$ cat src/pss_pkg.sv
package pss_pkg;

    localparam int CFG_INDEX_BITS = 3;
    localparam int CFG_DATA_BITS  = 32;
    localparam int OP_BITS        = 2;
    localparam int STEP_BITS      = 16;
    localparam int TIME_BITS      = 32;

    localparam logic [OP_BITS-1:0] OP_READ = 2'd0;
    localparam logic [OP_BITS-1:0] OP_TICK = 2'd1;
    localparam logic [OP_BITS-1:0] OP_SET  = 2'd2;

    localparam logic [CFG_INDEX_BITS-1:0] REG_RAW_MIN       = 3'd0;
    localparam logic [CFG_INDEX_BITS-1:0] REG_RAW_MAX       = 3'd1;
    localparam logic [CFG_INDEX_BITS-1:0] REG_RAW_TOLERANCE = 3'd2;
    localparam logic [CFG_INDEX_BITS-1:0] REG_KPA_MIN       = 3'd3;
    localparam logic [CFG_INDEX_BITS-1:0] REG_KPA_MAX       = 3'd4;
    localparam logic [CFG_INDEX_BITS-1:0] REG_STEP_MS       = 3'd5;
    localparam logic [CFG_INDEX_BITS-1:0] REG_SIM_ENABLED   = 3'd6;

    localparam int RAW_MAX_RESET = 4095;
    localparam int KPA_MAX_RESET = 1000;
    localparam logic [STEP_BITS-1:0] STEP_MS_RESET = 16'd100;

    typedef enum logic [2:0] {
        ST_IDLE,
        ST_PREP,
        ST_START,
        ST_DIVIDE,
        ST_DONE
    } state_t;

    typedef struct packed {
        logic tick;
        logic set;
        logic feed_on;
        logic suction_on;
    } sim_cmd_t;

endpackage

$ cat src/pss_divider.sv
module pss_divider #(
    parameter int DIVISOR_BITS  = 12,
    parameter int QUOTIENT_BITS = 13
) (
    input  logic                                  aclk,
    input  logic                                  aresetn,
    input  logic                                  start,
    input  logic [DIVISOR_BITS+QUOTIENT_BITS-1:0] dividend,
    input  logic [DIVISOR_BITS-1:0]               divisor,
    output logic                                  done,
    output logic [QUOTIENT_BITS-1:0]              quotient
);

    localparam int CNT_BITS = $clog2(QUOTIENT_BITS + 1);

    logic [DIVISOR_BITS-1:0]  rem_reg, rem_next;
    logic [QUOTIENT_BITS-1:0] quo_reg, quo_next;
    logic [DIVISOR_BITS-1:0]  dsr_reg, dsr_next;
    logic [CNT_BITS-1:0]      count_reg, count_next;
    logic                     busy_reg, busy_next;
    logic                     done_reg, done_next;

    logic [DIVISOR_BITS:0] shifted;
    logic [DIVISOR_BITS:0] trial;

    // one restoring step per cycle
    always_comb begin
        shifted    = {rem_reg, quo_reg[QUOTIENT_BITS-1]};
        trial      = shifted - {1'b0, dsr_reg};
        rem_next   = rem_reg;
        quo_next   = quo_reg;
        dsr_next   = dsr_reg;
        count_next = count_reg;
        busy_next  = busy_reg;
        done_next  = 1'b0;
        if (start) begin
            rem_next   = dividend[DIVISOR_BITS+QUOTIENT_BITS-1:QUOTIENT_BITS];
            quo_next   = dividend[QUOTIENT_BITS-1:0];
            dsr_next   = divisor;
            count_next = CNT_BITS'(QUOTIENT_BITS);
            busy_next  = 1'b1;
        end else if (busy_reg) begin
            if (!trial[DIVISOR_BITS]) begin
                rem_next = trial[DIVISOR_BITS-1:0];
                quo_next = {quo_reg[QUOTIENT_BITS-2:0], 1'b1};
            end else begin
                rem_next = shifted[DIVISOR_BITS-1:0];
                quo_next = {quo_reg[QUOTIENT_BITS-2:0], 1'b0};
            end
            count_next = count_reg - CNT_BITS'(1);
            if (count_reg == CNT_BITS'(1)) begin
                busy_next = 1'b0;
                done_next = 1'b1;
            end
        end
    end

    always_ff @(posedge aclk) begin
        if (!aresetn) begin
            busy_reg  <= 1'b0;
            done_reg  <= 1'b0;
            count_reg <= '0;
        end else begin
            busy_reg  <= busy_next;
            done_reg  <= done_next;
            count_reg <= count_next;
        end
        rem_reg <= rem_next;
        quo_reg <= quo_next;
        dsr_reg <= dsr_next;
    end

    assign done     = done_reg;
    assign quotient = quo_reg;

endmodule

$ cat src/pss_sim.sv
module pss_sim #(
    parameter int PRESSURE_BITS = 13
) (
    input  logic                                   aclk,
    input  logic                                   aresetn,
    input  pss_pkg::sim_cmd_t                      cmd,
    input  logic [pss_pkg::TIME_BITS-1:0]          now_ms,
    input  logic signed [PRESSURE_BITS-1:0]        new_pressure,
    input  logic signed [PRESSURE_BITS-1:0]        kpa_min,
    input  logic signed [PRESSURE_BITS-1:0]        kpa_max,
    input  logic [pss_pkg::STEP_BITS-1:0]          step_ms,
    input  logic                                   sim_enabled,
    output logic signed [PRESSURE_BITS-1:0]        sim_pressure
);

    logic signed [PRESSURE_BITS-1:0]     pressure_reg, pressure_next;
    logic [pss_pkg::TIME_BITS-1:0]       last_step_reg, last_step_next;

    logic [pss_pkg::TIME_BITS-1:0] elapsed;
    logic signed [PRESSURE_BITS:0] kmin_ext;
    logic signed [PRESSURE_BITS:0] kmax_ext;
    logic signed [PRESSURE_BITS:0] stepped;
    logic signed [PRESSURE_BITS:0] raised;
    logic signed [PRESSURE_BITS:0] lowered;
    logic                          inc;
    logic                          dec;

    always_comb begin
        elapsed  = now_ms - last_step_reg;
        kmin_ext = (PRESSURE_BITS+1)'(kpa_min);
        kmax_ext = (PRESSURE_BITS+1)'(kpa_max);
        inc      = cmd.feed_on && !cmd.suction_on;
        dec      = cmd.suction_on && !cmd.feed_on;
        stepped  = (PRESSURE_BITS+1)'(pressure_reg);
        if (inc) begin
            stepped = stepped + (PRESSURE_BITS+1)'(1);
        end else if (dec) begin
            stepped = stepped - (PRESSURE_BITS+1)'(1);
        end
        // raise to the lower bound first, then lower to the upper bound
        raised  = (stepped < kmin_ext) ? kmin_ext : stepped;
        lowered = (raised > kmax_ext) ? kmax_ext : raised;

        pressure_next  = pressure_reg;
        last_step_next = last_step_reg;
        if (cmd.set) begin
            pressure_next = new_pressure;
        end else if (cmd.tick && sim_enabled) begin
            if (last_step_reg == '0) begin
                last_step_next = now_ms;
            end else if (elapsed >= pss_pkg::TIME_BITS'(step_ms)) begin
                last_step_next = now_ms;
                pressure_next  = lowered[PRESSURE_BITS-1:0];
            end
        end
    end

    always_ff @(posedge aclk) begin
        if (!aresetn) begin
            pressure_reg  <= '0;
            last_step_reg <= '0;
        end else begin
            pressure_reg  <= pressure_next;
            last_step_reg <= last_step_next;
        end
    end

    assign sim_pressure = pressure_reg;

endmodule

$ cat src/pressure_sample_scaler.sv
// Pressure sample scaler. A read transaction checks a raw converter sample against the
// tolerated window around [raw_min, raw_max], clamps it and maps it linearly onto
// [kpa_min, kpa_max] (division truncates toward zero); out-of-window samples give 0 with
// valid_res low, and in simulation mode the stored simulated pressure is returned as
// valid. Tick and set transactions update the simulated pressure in the cycle they are
// accepted and return nothing; op code 3 is ignored. A converted read that needs the
// divider runs prep, start and divide, the radix-2 restoring divider retiring one
// quotient bit per cycle; reads in simulation mode, out of the window or with equal raw
// bounds skip from prep to done. The block takes one read at a time and accepts the next
// transaction once its result is parked in the output register. Configuration writes
// are always accepted and must be issued while idle.
module pressure_sample_scaler #(
    parameter int RAW_BITS      = 12,
    parameter int PRESSURE_BITS = 13
) (
    input  logic                                      aclk,
    input  logic                                      aresetn,

    input  logic                                      cfg_valid,
    output logic                                      cfg_ready,
    input  logic [pss_pkg::CFG_INDEX_BITS-1:0]        cfg_index,
    input  logic [pss_pkg::CFG_DATA_BITS-1:0]         cfg_data,

    input  logic                                      s_valid,
    output logic                                      s_ready,
    input  logic [pss_pkg::OP_BITS-1:0]               s_op,
    input  logic [RAW_BITS-1:0]                       s_raw_sample,
    input  logic                                      s_feed_on,
    input  logic                                      s_suction_on,
    input  logic [pss_pkg::TIME_BITS-1:0]             s_now_ms,
    input  logic signed [PRESSURE_BITS-1:0]           s_new_pressure,

    output logic                                      m_valid,
    input  logic                                      m_ready,
    output logic signed [PRESSURE_BITS-1:0]           m_pressure_kpa,
    output logic                                      m_valid_res
);

    localparam int RB = RAW_BITS;
    localparam int PB = PRESSURE_BITS;
    localparam logic signed [PB+1:0] SAT_HI = {3'b000, {(PB-1){1'b1}}};
    localparam logic signed [PB+1:0] SAT_LO = {3'b111, {(PB-1){1'b0}}};

    // configuration registers
    logic [RB-1:0]                    raw_min_reg;
    logic [RB-1:0]                    raw_max_reg;
    logic [RB-1:0]                    raw_tol_reg;
    logic signed [PB-1:0]             kpa_min_reg;
    logic signed [PB-1:0]             kpa_max_reg;
    logic [pss_pkg::STEP_BITS-1:0]    step_ms_reg;
    logic                             sim_en_reg;

    pss_pkg::state_t state_reg, state_next;

    logic [RB-1:0]        raw_reg;
    logic [RB-1:0]        mag_a_reg;
    logic [PB-1:0]        mag_dk_reg;
    logic [RB-1:0]        mag_den_reg;
    logic                 neg_reg;
    logic signed [PB-1:0] res_kpa_reg;
    logic                 res_ok_reg;

    logic                 m_valid_reg, m_valid_next;
    logic signed [PB-1:0] m_kpa_reg;
    logic                 m_ok_reg;

    logic s_fire;
    logic div_start;
    logic div_done;
    logic out_load;
    logic prep_short;

    logic [PB-1:0]        quotient;
    logic [RB+PB-1:0]     product;
    logic signed [PB-1:0] sim_pressure;
    pss_pkg::sim_cmd_t    sim_cmd;

    // window check, clamp and operand magnitudes
    logic signed [RB+1:0] raw_w, lo_w, hi_w, tol_w, win_lo, win_hi;
    logic                 out_win;
    logic [RB-1:0]        clamp_raw;
    logic signed [RB:0]   num_a, den, neg_a, neg_den;
    logic signed [PB:0]   dk, neg_dk;
    logic [RB-1:0]        mag_a;
    logic [PB-1:0]        mag_dk;
    logic [RB-1:0]        mag_den;
    logic                 den_zero;

    // final correction
    logic signed [PB:0]   q_s;
    logic signed [PB+1:0] sum;
    logic signed [PB-1:0] fin_kpa;

    assign s_fire    = s_valid && s_ready;
    assign cfg_ready = 1'b1;

    always_comb begin
        raw_w     = $signed({2'b00, raw_reg});
        lo_w      = $signed({2'b00, raw_min_reg});
        hi_w      = $signed({2'b00, raw_max_reg});
        tol_w     = $signed({2'b00, raw_tol_reg});
        win_lo    = lo_w - tol_w;
        win_hi    = hi_w + tol_w;
        out_win   = (raw_w < win_lo) || (raw_w > win_hi);
        clamp_raw = (raw_reg < raw_min_reg) ? raw_min_reg :
                    ((raw_reg > raw_max_reg) ? raw_max_reg : raw_reg);
        num_a     = $signed({1'b0, clamp_raw}) - $signed({1'b0, raw_min_reg});
        den       = $signed({1'b0, raw_max_reg}) - $signed({1'b0, raw_min_reg});
        dk        = (PB+1)'(kpa_max_reg) - (PB+1)'(kpa_min_reg);
        neg_a     = -num_a;
        neg_den   = -den;
        neg_dk    = -dk;
        mag_a     = num_a[RB] ? neg_a[RB-1:0] : num_a[RB-1:0];
        mag_den   = den[RB] ? neg_den[RB-1:0] : den[RB-1:0];
        mag_dk    = dk[PB] ? neg_dk[PB-1:0] : dk[PB-1:0];
        den_zero  = (den == '0);
        prep_short = sim_en_reg || out_win || den_zero;
    end

    assign product = (RB+PB)'(mag_a_reg) * (RB+PB)'(mag_dk_reg);

    always_comb begin
        q_s = neg_reg ? -$signed({1'b0, quotient}) : $signed({1'b0, quotient});
        sum = (PB+2)'(q_s) + (PB+2)'(kpa_min_reg);
        if (sum > SAT_HI) begin
            fin_kpa = SAT_HI[PB-1:0];
        end else if (sum < SAT_LO) begin
            fin_kpa = SAT_LO[PB-1:0];
        end else begin
            fin_kpa = sum[PB-1:0];
        end
    end

    // sequencer: next state
    always_comb begin
        state_next = state_reg;
        case (state_reg)
            pss_pkg::ST_IDLE: begin
                if (s_valid && s_op == pss_pkg::OP_READ) begin
                    state_next = pss_pkg::ST_PREP;
                end
            end
            pss_pkg::ST_PREP: begin
                state_next = prep_short ? pss_pkg::ST_DONE : pss_pkg::ST_START;
            end
            pss_pkg::ST_START: begin
                state_next = pss_pkg::ST_DIVIDE;
            end
            pss_pkg::ST_DIVIDE: begin
                if (div_done) begin
                    state_next = pss_pkg::ST_DONE;
                end
            end
            pss_pkg::ST_DONE: begin
                if (out_load) begin
                    state_next = pss_pkg::ST_IDLE;
                end
            end
            default: state_next = pss_pkg::ST_IDLE;
        endcase
    end

    // sequencer: outputs
    always_comb begin
        s_ready   = 1'b0;
        div_start = 1'b0;
        out_load  = 1'b0;
        case (state_reg)
            pss_pkg::ST_IDLE:   s_ready   = 1'b1;
            pss_pkg::ST_START:  div_start = 1'b1;
            pss_pkg::ST_DONE:   out_load  = !m_valid_reg || m_ready;
            default: begin
                s_ready = 1'b0;
            end
        endcase
    end

    always_comb begin
        m_valid_next = m_valid_reg;
        if (out_load) begin
            m_valid_next = 1'b1;
        end else if (m_ready) begin
            m_valid_next = 1'b0;
        end
    end

    always_ff @(posedge aclk) begin
        if (!aresetn) begin
            state_reg   <= pss_pkg::ST_IDLE;
            m_valid_reg <= 1'b0;
            raw_min_reg <= '0;
            raw_max_reg <= RB'(pss_pkg::RAW_MAX_RESET);
            raw_tol_reg <= '0;
            kpa_min_reg <= '0;
            kpa_max_reg <= PB'(pss_pkg::KPA_MAX_RESET);
            step_ms_reg <= pss_pkg::STEP_MS_RESET;
            sim_en_reg  <= 1'b0;
        end else begin
            state_reg   <= state_next;
            m_valid_reg <= m_valid_next;
            if (cfg_valid && cfg_ready) begin
                case (cfg_index)
                    pss_pkg::REG_RAW_MIN:       raw_min_reg <= cfg_data[RB-1:0];
                    pss_pkg::REG_RAW_MAX:       raw_max_reg <= cfg_data[RB-1:0];
                    pss_pkg::REG_RAW_TOLERANCE: raw_tol_reg <= cfg_data[RB-1:0];
                    pss_pkg::REG_KPA_MIN:       kpa_min_reg <= cfg_data[PB-1:0];
                    pss_pkg::REG_KPA_MAX:       kpa_max_reg <= cfg_data[PB-1:0];
                    pss_pkg::REG_STEP_MS:
                        step_ms_reg <= cfg_data[pss_pkg::STEP_BITS-1:0];
                    pss_pkg::REG_SIM_ENABLED:   sim_en_reg  <= cfg_data[0];
                    default: begin
                        sim_en_reg <= sim_en_reg;
                    end
                endcase
            end
        end

        if (s_fire) begin
            raw_reg <= s_raw_sample;
        end
        if (state_reg == pss_pkg::ST_PREP) begin
            mag_a_reg   <= mag_a;
            mag_dk_reg  <= mag_dk;
            mag_den_reg <= mag_den;
            neg_reg     <= num_a[RB] ^ dk[PB] ^ den[RB];
            if (sim_en_reg) begin
                res_kpa_reg <= sim_pressure;
                res_ok_reg  <= 1'b1;
            end else if (out_win) begin
                res_kpa_reg <= '0;
                res_ok_reg  <= 1'b0;
            end else begin
                res_kpa_reg <= kpa_min_reg;
                res_ok_reg  <= 1'b1;
            end
        end
        if (state_reg == pss_pkg::ST_DIVIDE && div_done) begin
            res_kpa_reg <= fin_kpa;
            res_ok_reg  <= 1'b1;
        end
        if (out_load) begin
            m_kpa_reg <= res_kpa_reg;
            m_ok_reg  <= res_ok_reg;
        end
    end

    assign sim_cmd.tick       = s_fire && (s_op == pss_pkg::OP_TICK);
    assign sim_cmd.set        = s_fire && (s_op == pss_pkg::OP_SET);
    assign sim_cmd.feed_on    = s_feed_on;
    assign sim_cmd.suction_on = s_suction_on;

    pss_sim #(
        .PRESSURE_BITS (PB)
    ) u_sim (
        .aclk         (aclk),
        .aresetn      (aresetn),
        .cmd          (sim_cmd),
        .now_ms       (s_now_ms),
        .new_pressure (s_new_pressure),
        .kpa_min      (kpa_min_reg),
        .kpa_max      (kpa_max_reg),
        .step_ms      (step_ms_reg),
        .sim_enabled  (sim_en_reg),
        .sim_pressure (sim_pressure)
    );

    pss_divider #(
        .DIVISOR_BITS  (RB),
        .QUOTIENT_BITS (PB)
    ) u_divider (
        .aclk     (aclk),
        .aresetn  (aresetn),
        .start    (div_start),
        .dividend (product),
        .divisor  (mag_den_reg),
        .done     (div_done),
        .quotient (quotient)
    );

    assign m_valid        = m_valid_reg;
    assign m_pressure_kpa = m_kpa_reg;
    assign m_valid_res    = m_ok_reg;

`ifndef SYNTHESIS
    a_invalid_is_zero: assert property (@(posedge aclk) disable iff (!aresetn)
        m_valid && !m_valid_res |-> m_pressure_kpa == '0)
        else $error("invalid result with nonzero pressure");

    a_done_in_divide: assert property (@(posedge aclk) disable iff (!aresetn)
        div_done |-> state_reg == pss_pkg::ST_DIVIDE)
        else $error("divider finished outside the divide state");

    a_update_stays_idle: assert property (@(posedge aclk) disable iff (!aresetn)
        s_fire && s_op != pss_pkg::OP_READ |=> state_reg == pss_pkg::ST_IDLE)
        else $error("tick or set transaction left the idle state");

    a_read_enters_prep: assert property (@(posedge aclk) disable iff (!aresetn)
        s_fire && s_op == pss_pkg::OP_READ |=> state_reg == pss_pkg::ST_PREP)
        else $error("read transaction did not start the sequencer");
`endif

endmodule

$ cat config.mk
export PLATFORM = sky130hd
export DESIGN_NAME = pressure_sample_scaler
export DESIGN_NICKNAME = d
export VERILOG_FILES = /design/src/pss_pkg.sv /design/src/pss_divider.sv /design/src/pss_sim.sv /design/src/pressure_sample_scaler.sv
export SDC_FILE = /design/constraint.sdc
export NUM_CORES = 1
export LEC_CHECK = 0
export BUFFER_PORTS_ARGS = -buffer_cell sky130_fd_sc_hd__buf_2
export CORE_MARGIN = 4
export CORE_UTILIZATION = 57
export CTS_BUF_LIST = sky130_fd_sc_hd__clkbuf_4 sky130_fd_sc_hd__clkbuf_8
export CTS_CLUSTER_SIZE = 40
export DETAILED_ROUTE_END_ITERATION = 8
export PLACE_DENSITY = 0.79
export SYNTH_ARGS = -nofsm -noshare
export SYNTH_HDL_FRONTEND = slang
export SYNTH_SLANG_ARGS = --single-unit
$ cat constraint.sdc
create_clock -name aclk -period 7.95 [get_ports aclk]
set_clock_uncertainty 0.05 [all_clocks]
set_input_delay 1.1925 -clock aclk [delete_from_list [all_inputs] [get_ports aclk]]
set_output_delay 1.1925 -clock aclk [all_outputs]
set_load 0.02 [all_outputs]
Word-level counts from Yosys, hierarchy flattened --
Cells that the tools add are included.
Word-level totals: flip-flop bits (word level) 249, input port bits 101, output and inout port bits 17, word-level logic and storage cells 158
Operators by class: add/sub/neg operators 15, multiply operators 1, magnitude comparators 9, eq/ne operators 17, muxes and demuxes 46, bitwise logic cells 5, reduce and logical (&&, ||, !) cells 38
Operators by type and width (count):
- 2-to-1 mux 13 bit | 14
- 2-to-1 mux 12 bit | 7
- 2-to-1 mux 32 bit | 2
- 2-to-1 mux 14 bit | 4
- subtractor 12 x 12 -> 13 bit | 3
- greater-or-equal comparator 32 x 16 -> 1 bit | 1
- zero test 32 bit | 1
- subtractor 32 bit | 1
- multiplier 12 x 13 -> 25 bit | 1
- negator 12 bit | 2
- adder 14 x 13 -> 15 bit | 1
- > comparator 15 x 13 -> 1 bit, second input constant | 1
- less-than comparator 15 x 13 -> 1 bit, second input constant | 1
- case mux 3 bit (5 select lines) | 1
- adder 13 x 2 -> 14 bit, second input constant | 1
- > comparator 14 x 13 -> 1 bit | 1
- less-than comparator 14 x 13 -> 1 bit | 1
- negator 13 -> 14 bit | 1
- AND reduction 2 bit | 7
- subtractor 13 x 13 -> 14 bit | 1
- subtractor 13 x 2 -> 14 bit, second input constant | 1
- adder 12 x 12 -> 13 bit | 1
- > comparator 12 x 13 -> 1 bit | 1
- zero test 13 bit | 1
- other kinds (28) | 75

Logic depth before layout (Yosys ltp) --
word-level depth 12, gate-level depth with buffers 30, gate-level depth less buffers 28

By module --
Synthesis repeated with hierarchy kept, for this count alone.
Second synthesis, totals: cells, all modules 2908, area, all modules 24776.3 µm²
Modules (own cells, without submodules):
- pressure_sample_scaler | instances 1, cells an instance 1836, area an instance 16170.5 µm², seq. area each 3993.8 µm²
- pss_sim | instances 1, cells an instance 850, area an instance 6140.9 µm², seq. area each 900.9 µm²
- pss_divider | instances 1, cells an instance 222, area an instance 2464.9 µm², seq. area each 1231.2 µm²

Least setup slack after synthesis --
No wires, ideal clock.
path kind input -> register, from input s_feed_on, to register u_sim.pressure_reg[10] (netlist: u_sim.sim_pressure[10]), library setup time 128 ps, arrival 6371 ps, data required time 7772 ps, slack 1401 ps, stages 27, buffers on the path 2, path through nor2b_1 > nand2_1 > nor3_1 > nand2_1 > or2_2 > o32ai_1 > xor2_1 > ha_1 > nand4_1 > nor2_1 > o21ai_0 > a31oi_1 > buf_2 > mux2_2 > ha_1 > nor2b_1 > o21a_1 > o21a_1 > o21ai_0 > nand2b_1 > a21oi_1 > o21ai_0 > mux2_2 > clkbuf_1 > mux2_2 > mux2i_1 > o21ai_1
Between the ends: word-level cells in the longest chain between the ends 12, elaborated cells between the ends (all ways) 13, classes of those cells order compare (2); mux (8); reduce/logical (3)
Ends and longest elaborated chain:
- start, declared | RTL line pressure_sample_scaler.sv:28 | input logic s_feed_on,
- zero test 1 bit | RTL line pss_sim.sv:33 | dec = cmd.suction_on && !cmd.feed_on;
- logical AND 1 bit | RTL line pss_sim.sv:33
- 2-to-1 mux 14 bit | RTL line pss_sim.sv:37 | end else if (dec) begin
- 2-to-1 mux 14 bit * | RTL line pss_sim.sv:35 | if (inc) begin
- less-than comparator 14 x 13 -> 1 bit | RTL line pss_sim.sv:41 | raised = (stepped < kmin_ext) ? kmin_ext : stepped;
- 2-to-1 mux 14 bit * | RTL line pss_sim.sv:41
- > comparator 14 x 13 -> 1 bit | RTL line pss_sim.sv:42 | lowered = (raised > kmax_ext) ? kmax_ext : raised;
- 2-to-1 mux 13 bit * | RTL line pss_sim.sv:42
- 2-to-1 mux 13 bit * | RTL line pss_sim.sv:51 | end else if (elapsed >= pss_pkg::TIME_BITS'(step_ms)) begin
- 2-to-1 mux 13 bit * | RTL line pss_sim.sv:49 | if (last_step_reg == '0) begin
- 2-to-1 mux 13 bit * | RTL line pss_sim.sv:48 | end else if (cmd.tick && sim_enabled) begin
- 2-to-1 mux 13 bit * | RTL line pss_sim.sv:46 | if (cmd.set) begin
- end signal, assigned | RTL line pss_sim.sv:63 | pressure_reg <= pressure_next;
- end, declared | RTL line pss_sim.sv:16 | logic signed [PRESSURE_BITS-1:0] pressure_reg, pressure_next;
Mark *: on every way between the ends. The rest lies on a longest branch, timed or not. The select of a mux whose other input is x is not followed. A chain may end at the register's enable or synchronous reset.

Final worst setup path --
from register mag_dk_reg[5], to register u_divider.rem_reg[10] (data pin)
Between the ends: word-level cells in the longest chain between the ends 2
Ends and longest elaborated chain:
- start, declared | RTL line pressure_sample_scaler.sv:57 | logic [PB-1:0] mag_dk_reg;
- start signal, assigned | RTL line pressure_sample_scaler.sv:223 | mag_dk_reg <= mag_dk;
- multiplier 12 x 13 -> 25 bit | RTL line pressure_sample_scaler.sv:120 | assign product = (RB+PB)'(mag_a_reg) * (RB+PB)'(mag_dk_reg);
- 2-to-1 mux 12 bit | RTL line pss_divider.sv:36 | if (start) begin
- net u_divider.rem_next[10] | RTL line pss_divider.sv:16 | logic [DIVISOR_BITS-1:0] rem_reg, rem_next;
- end signal, assigned | RTL line pss_divider.sv:68 | rem_reg <= rem_next;
- end, declared | RTL line pss_divider.sv:16
The timed path passes the listed nets, and every way through them passes these cells.

==> impl_metrics.ini <==
[layout]
largest_reg_flops = 32
drive_above_1_share = 0.0894
area_growth_pct = 7.74
utilization = 0.625
layout.nets = 3322

[sta]
worst_slew_pin_slew_ns = 1.16
hold_violations = 0
fin_crit_ns = 6.56
fin_crit_sh = 0.825
final.setup.tns_ns = 0
drv_slew = 0
finalSetupViolations = 0
slew_headroom = 0.226
max_freq_ghz = 0.152
rsz0062_at_grt = false

[worst_setup_path]
worstPathRequired_ns = 8.24
regToRegStartpoint = mag_dk_reg[5]
worstSetupPathType = flop to flop
worstSetupStartpointType = flop
r2r_cells = 20
r2r_slack_ns = 1.39
endpoint_kind = flop
cp_max_fo = 12
r2r-end = u_divider.rem_reg[10]
crit_arrival_ns = 6.85

[floorplan]
core_mm2 = 0.0410
ios = 118
dieArea_mm2 = 0.0451
die_y_um = 212
fp-row-count = 74
die_x_um = 212
initial_utilization = 0.580

[synthesis]
avgSynthCellArea_um2 = 8.62
yosysMostFrequentCell = nand2_1
ys_ff_latch = 249
yosys_warnings = 0
ys_top_cells_by_area = ha_1, edfxtp_1, dfxtp_1
synth_cell_type_count = 81
seq_area_frac_synth = 0.258
synth_nets = 3257
netlist_area_mm2 = 0.0238
ys_async_sr_fraction = 0
netlist.area_leader.share = 0.146
synthCells = 2760
yosysTopAreaCell = ha_1
ys_dominant_reg_cell = dfxtp_1
synth_commonest_cells = nand2_1, inv_1, ha_1, a21oi_1, nor2_1
synth_edf_count = 114

[clocking]
clkLatencyLatePin_ns = 0.63
htree_levels = 2
clock_path_buffers = 3
cts-root-buf = clkbuf_8
postCtsSetupBuffers = 0
clk_pin_slew_worst_paths_ns = 0.07
cts_tree = done
hold_buffers = 0
post_cts_resized = 0
cts_sinks = 249
cts_made_buffers = 45

[route]
wl_mm = 61.4
first_pass_iters = 5
vias_per_cell = 5.90
vias = 20000
wl_per_cell_um = 18.1
drtIter0Drc = 1265
drc_errors = 0
ant_nets = 0

[min_path]
hp-start = mag_den_reg[5]
hold_class = flop to flop
min_path_cells = 0
holdPathEnd = u_divider.dsr_reg[5]

[power]
irDropWorstVdd_v = 0.000193
p_leak_nw = 10.9
power_density_mw_per_mm2 = 230

[placed_design]
gp_congestion = 0.953
place_hpwl_mm = 48.3
port-buffer-count = 100

[global_routing]
track_usage = 0.272
antenna_found_initial = 5
grt.overflow.total = 0
grt_pass1_vias = 20100
grt_max_degree = 58
grt_first_pass_wirelength_mm = 99.8

[run_status]
status = finished clean

[job]
cap_violations = 0
==> layer usage <==
metal,wire length [µm],GRT usage,vias up
li1,-,-,9631
met1,26800,0.361,9666
met2,28800,0.452,583
met4,1920,0.0917,8
met3,3860,0.0477,135
met5,46,0,-
==> stage by stage <==
stage               worst slack, ns  instances  area [µm²]  power [mW]  hold WS [ns]
floorplan                      1.40       2760       23800        3.87         0.350
global placement               1.16       3310       24600        4.46         0.350
detailed placement             1.04       3310       24600        4.55         0.355
CTS                            1.40       3394       25600        5.91         0.369
global route                   1.06       3395       25600        6.39         0.376
finish                         1.39       3395       25600        5.90         0.367
==> critical path, cell delays in order, from the launching register on <==
cell and delay [ns]:
edfxtp_1 0.68, nand2_1 0.17, fa_1 0.56, inv_1 0.06
fa_1 0.50, inv_1 0.05, fa_1 0.47, inv_1 0.06
fa_1 0.50, fa_1 0.49, ha_1 0.24, or3_1 0.37
a211oi_1 0.38, o31a_1 0.31, o21ai_0 0.21, o41a_1 0.38
a41o_1 0.27, nor4_1 0.18, nor3_1 0.11, mux2i_1 0.18
a21oi_1 0.06
==> layout by cell type, fill, tap and decap left out, types with 7 or more instances in the layout <==
cell type / instances
clkbuf_8: 52
nor4_1: 19
o22ai_1: 7
nand4_1: 28
and3_1: 11
nor2b_1: 30
nand2b_1: 29
nor2_1: 147
fa_1: 118
inv_1: 310
o21ai_1: 11
clkinv_2: 12
a31oi_1: 18
buf_2: 100
nor3_1: 31
a21oi_1: 200
o31ai_1: 9
o21ai_0: 101
ha_1: 278
xnor2_1: 105
edfxtp_1: 114
xor2_1: 46
mux2i_1: 92
a2bb2oi_1: 11
clkbuf_4: 10
or3_1: 33
and2_1: 80
nand2_1: 378
a211oi_1: 8
a21boi_0: 11
dfxtp_1: 135
o211ai_1: 31
mux2_2: 30
a21o_1: 61
nand3_1: 37
o21a_1: 22
buf_4: 13
o21bai_1: 13
or2_2: 16
==> kinds of logic after synthesis <==
logic type / Yosys count / synth area share
buffers and inverters: 406 / 0.0664
AND/OR/NAND/NOR: 868 / 0.172
multiplexers: 122 / 0.0529
AO/OA/AOI/OAI: 567 / 0.150
other: 1 / 0.000158
adder cells (fa/ha/maj): 396 / 0.246
XOR/XNOR: 151 / 0.0556
flip-flops: 249 / 0.258
==> power by group <==
| part | internal (mW) | leakage (nW) | switching, mW |
|---|---|---|---|
| combinational | 1.31 | 8.28 | 1.72 |
| sequential | 1.44 | 2.14 | 0.0917 |
| clock | 0.748 | 0.522 | 0.588 |
| total | 3.50 | 10.9 | 2.40 |
==> how the worst max path moves through the flow <==
stage | startpoint | to | slack, ns
finish | mag_dk_reg[5] | u_divider.rem_reg[10] | 1.39
global route | mag_a_reg[11] | u_divider.rem_reg[11] | 1.06
CTS | mag_dk_reg[5] | u_divider.rem_reg[10] | 1.40
detailed placement | s_feed_on | u_sim.sim_pressure[1] | 1.04
global placement | s_feed_on | u_sim.sim_pressure[1] | 1.16
floorplan | s_feed_on | u_sim.sim_pressure[10] | 1.40
==> area by class of cell <==
class,count,area [µm²]
multi-input combinational,2105,16100
clock inverter,22,191
timing repair buffer,113,598
clock buffer,62,791
inverter,311,1170
tap,532,666
sequential,249,6130
fill,3447,15400
antenna,1,2.50
No activity file was read; power rests on OpenSTA's default activity.
